==> config.mk <==
export PLATFORM = sky130hd
export DESIGN_NAME = smhp_ctr_table
export DESIGN_NICKNAME = d
export VERILOG_FILES = /design/src/rtl/skewed_majority_hit_predictor_unit_macros.svh /design/src/rtl/smhp_pkg.sv /design/src/rtl/smhp_ctr_table.sv
export SDC_FILE = /design/constraint.sdc
export NUM_CORES = 2
export LEC_CHECK = 0
export ABC_AREA = 0
export BUFFER_PORTS_ARGS = -buffer_cell sky130_fd_sc_hd__buf_4
export CORE_MARGIN = 5
export CORE_UTILIZATION = 25
export DETAILED_ROUTE_END_ITERATION = 8
export HOLD_SLACK_MARGIN = 0.05
export PLACE_DENSITY = 0.45
export SYNTH_ARGS = -nofsm -noshare
export SYNTH_HDL_FRONTEND = slang
export SYNTH_SLANG_ARGS = --single-unit
==> constraint.sdc <==
create_clock -name clk -period 5.88 [get_ports clk]
set_clock_uncertainty 0.2 [all_clocks]
set_input_delay 0.588 -clock clk [delete_from_list [all_inputs] [get_ports clk]]
set_output_delay 0.588 -clock clk [all_outputs]
set_load 0.01 [all_outputs]
==> src/rtl/skewed_majority_hit_predictor_unit_macros.svh <==
// Assertion macros used by the predictor unit RTL.
`ifndef SKEWED_MAJORITY_HIT_PREDICTOR_UNIT_MACROS_SVH
`define SKEWED_MAJORITY_HIT_PREDICTOR_UNIT_MACROS_SVH

`ifndef NO_ASSERTIONS

// Same-cycle implication, checked while out of reset.
`define SMHP_ASSERT_NOW(label, clk, rst_n, ante, cons, msg) \
  label: assert property (@(posedge clk) disable iff (!rst_n) (ante) |-> (cons)) \
    else $error(msg);

// Next-cycle implication, checked while out of reset.
`define SMHP_ASSERT_NEXT(label, clk, rst_n, ante, cons, msg) \
  label: assert property (@(posedge clk) disable iff (!rst_n) (ante) |=> (cons)) \
    else $error(msg);

`else

`define SMHP_ASSERT_NOW(label, clk, rst_n, ante, cons, msg)
`define SMHP_ASSERT_NEXT(label, clk, rst_n, ante, cons, msg)

`endif

`endif

==> src/rtl/smhp_pkg.sv <==
package smhp_pkg;

  localparam int INDEX_BITS_DEF   = 10;
  localparam int HISTORY_BITS_DEF = 12;

  typedef logic [1:0] ctr_t;

  localparam ctr_t CTR_RESET = 2'd2;
  localparam ctr_t CTR_MAX   = 2'd3;
  localparam ctr_t CTR_MIN   = 2'd0;

  typedef enum logic {
    CMD_PREDICT = 1'b0,
    CMD_UPDATE  = 1'b1
  } cmd_t;

  // Step a saturating counter toward the outcome.
  function automatic ctr_t ctr_train(input ctr_t ctr, input logic hit);
    ctr_t res;
    res = ctr;
    if (hit) begin
      if (ctr != CTR_MAX) res = ctr + 2'd1;
    end else begin
      if (ctr != CTR_MIN) res = ctr - 2'd1;
    end
    return res;
  endfunction

  // Weakly or strongly taken votes hit.
  function automatic logic ctr_votes_hit(input ctr_t ctr);
    return ctr[1];
  endfunction

endpackage

==> src/rtl/smhp_ctr_table.sv <==
module smhp_ctr_table #(
  parameter int INDEX_BITS = smhp_pkg::INDEX_BITS_DEF
) (
  input  logic                  clk,
  input  logic                  rd_en,
  input  logic [INDEX_BITS-1:0] rd_addr,
  output smhp_pkg::ctr_t        rd_data,
  input  logic                  wr_en,
  input  logic [INDEX_BITS-1:0] wr_addr,
  input  smhp_pkg::ctr_t        wr_data
);

  localparam int DEPTH = 1 << INDEX_BITS;

  smhp_pkg::ctr_t mem [DEPTH];
  smhp_pkg::ctr_t rd_data_r;

  always_ff @(posedge clk) begin
    if (wr_en) begin
      mem[wr_addr] <= wr_data;
    end
    // read returns the old entry on a same-edge write
    if (rd_en) begin
      rd_data_r <= mem[rd_addr];
    end
  end

  assign rd_data = rd_data_r;

endmodule

==> reports/metrics.yaml <==
status: "complete, no violations"
clock.fmax_mhz: 239.7
finalSetupTns_ns: 0
synth_area_leaders: "edfxtp_1 (73%), mux4_2 (12%), nor2_1 (4.7%), mux2i_1 (2.4%), clkbuf_1 (1.1%)"
max_cap_violations: 0
cts_setup_buffers: 0
drv_slew: 0
cts_num_sinks: 2050
hold_class: "input port to flip-flop"
insertion_delay_ns: 0.87
rsz0062_at_grt: "no"
fin_crit_sh: 0.7095
cp_max_fo: 40
cts_buffers: 216
ctsResizeCount: 0
port_buffers: 26
grt_pass1_vias: 47050
core_um2: 333700
grt_pass1_wl_um: 367100
ys_seq_area_frac: 0.7348
ir_drop_v: 0.0002428
netlist_area_um2: 83780
fin_nets: 4868
cts_root_buf: "clkbuf_16"
fp-row-count: 212
synth_top_area_share: 0.7348
ys_ff_latch: 2050
cts-hold-fix-buffers: 10
synth.yosys.warnings: 0
globalRouteOverflowTotal: 0
gp_congestion: 0.7724
boundaryPins: 27
critPathCaptureType: "flip-flop"
finish.utilization: 0.2892
finalCriticalPeriod_ns: 4.172
path_clk_slew_ns: 0.06
synth-edff-count: 2050
synth_ff_type: "edfxtp_1"
seq_area_um2: 61560
vias_per_cell: 4.808
grt_usage: 0.1476
synth_cells: 4793
die_w_um: 588.9
antenna_found_initial: 28
htree_levels: 4
p_per_area_nw_per_um2: 320.0
cts_max_path_buffers: 3
syn_to_final_growth_pct: 15.21
yosysUniqueCellTypes: 65
fillers: 33060
p_leak_nw: 28.55
die_h_um: 588.9
finalSetupViolCount: 0
die-area_um2: 346800
route.detailed.drc: 0
worstPathArrival_ns: 4.67
syn_nets: 4818
num_vias: 45280
detail_route.wl_per_cell_um: 27.85
cts_tree: "yes"
slew_headroom: 0.1448
wirelength_um: 262300
multi_input_area_um2: 20550
dp_hpwl_um: 152600
firstDrtPassIters: 5
drive_above_1_share: 0.2026
worstMarginPinSlew_ns: 1.280
ant_nets: 0
async_flop_share: 0
grt_max_degree: 218
synth_area_per_cell_um2: 17.48
start_util: 0.2511
start_kind: "input port"
netlist.top_cell.by_area: "edfxtp_1"
required_ns: 6.38
crit_type: "input port to flip-flop"
hold_viol_final: 0
drtIter0Drc: 4582
==> synthesized netlist by cell type (39+ instances only) <==
master	number
clkbuf_1	239
mux2i_1	205
o22ai_1	45
nand3_1	39
a22oi_1	45
edfxtp_1	2050
o221ai_1	82
nor3_1	45
a21oi_1	70
mux4_2	449
buf_1	54
nand2_1	96
nor2_1	1054
==> worst max-delay path: stages <==
cell      delay, ns
buf_8          0.31
buf_12         0.27
buf_12         0.33
buf_4          0.42
mux2i_1        0.15
o221ai_1       0.33
a21oi_1        0.12
o21ai_0        0.37
o311ai_1       0.19
buf_4          0.20
nor3_1         0.55
o311ai_0       0.49
nand4_1        0.19
==> path summary, 6_finish.rpt <==
kind | startpoint | to | slack (ns) | depth (start not counted)
setup reg to reg | mem[7][0] | rd_data[0] | 2.07 | 7
hold reg to reg | mem[203][0] | rd_data[0] | 1.00 | 5
hold / removal | rd_addr[6] | rd_data[0] | 0.27 | 4
setup / recovery | rd_addr[0] | rd_data[1] | 1.71 | 13
==> cells by family (layout without fill, tap and decap cells) <==
group	count (synthesis)	in the layout	synth area share
buffers and inverters	402	634	0.02488
and+or+nand+nor	1324	1324	0.06401
other	0	5	0
muxes	664	664	0.1465
AOI/OAI and AO/OA	353	353	0.02978
DFF	2050	2050	0.7348
==> area by class of cell <==
type / instances / area share
diodes: 5 / 0.0001296
clock buffers: 277 / 0.05882
clock inverters: 123 / 0.01095
inverters: 6 / 0.0002852
multi-input cells: 2341 / 0.2130
flip-flops and latches: 2050 / 0.6378
well taps: 4387 / 0.05687
repair buffers: 228 / 0.02219
==> layout by cell type (no fill, tap or decap), types with 7 or more instances in the layout <==
master,instances
clkinv_2,34
edfxtp_1,2050
o221ai_1,82
a22o_1,13
a22oi_1,45
clkinv_1,55
nand2_1,90
nor4_1,9
a221oi_1,13
mux2_2,8
nor2b_1,7
and3_1,8
clkbuf_1,59
mux4_2,449
a211oi_1,13
o22ai_1,45
clkbuf_16,218
a31oi_1,7
o21ai_0,35
nand2b_1,7
a21oi_1,70
nand3_4,24
nor2_1,1050
mux2i_1,205
buf_12,30
bufinv_16,14
nor3_1,44
clkinvlp_4,9
nand4_1,13
buf_4,184
dlygate4sd3_1,10
nand3_1,15
==> routing by layer <==
metal	GRT usage	up-vias	routed length (um)
met2	0.2453	1492	127600
met1	0.2009	24420	111600
met3	0.02414	328	16740
li1	-	19040	-
met5	0	-	0
met4	0.03888	0	6376
==> flip-flops by register name, indices dropped and copies added, names as in the netlist <==
name	cells
mem	2048
rd_data	2
==> per-stage QoR <==
step	total power, W	hold slack (ns)	setup WS [ns]	cells	area, um^2
final	0.03089	0.2727	1.708	9417	96520
after global routing	0.03189	0.2841	1.434	9415	96510
after CTS	0.03121	0.2457	1.618	9412	96510
after detailed placement	0.01803	0.7150	0.7246	9002	89670
after global placement	0.01803	0.7162	0.4877	9001	89660
after floorplan	0.01724	0.4869	2.593	4793	83780
==> power breakdown <==
| part | leakage [nW] | switching (W) | internal, W |
|---|---|---|---|
| logic | 6.88 | 0.00107 | 0.000532 |
| registers | 18.4 | 0.00000700 | 0.0161 |
| clock network | 3.26 | 0.00577 | 0.00741 |
| total | 28.6 | 0.00685 | 0.0240 |
Power figures use the tool's default switching activity.
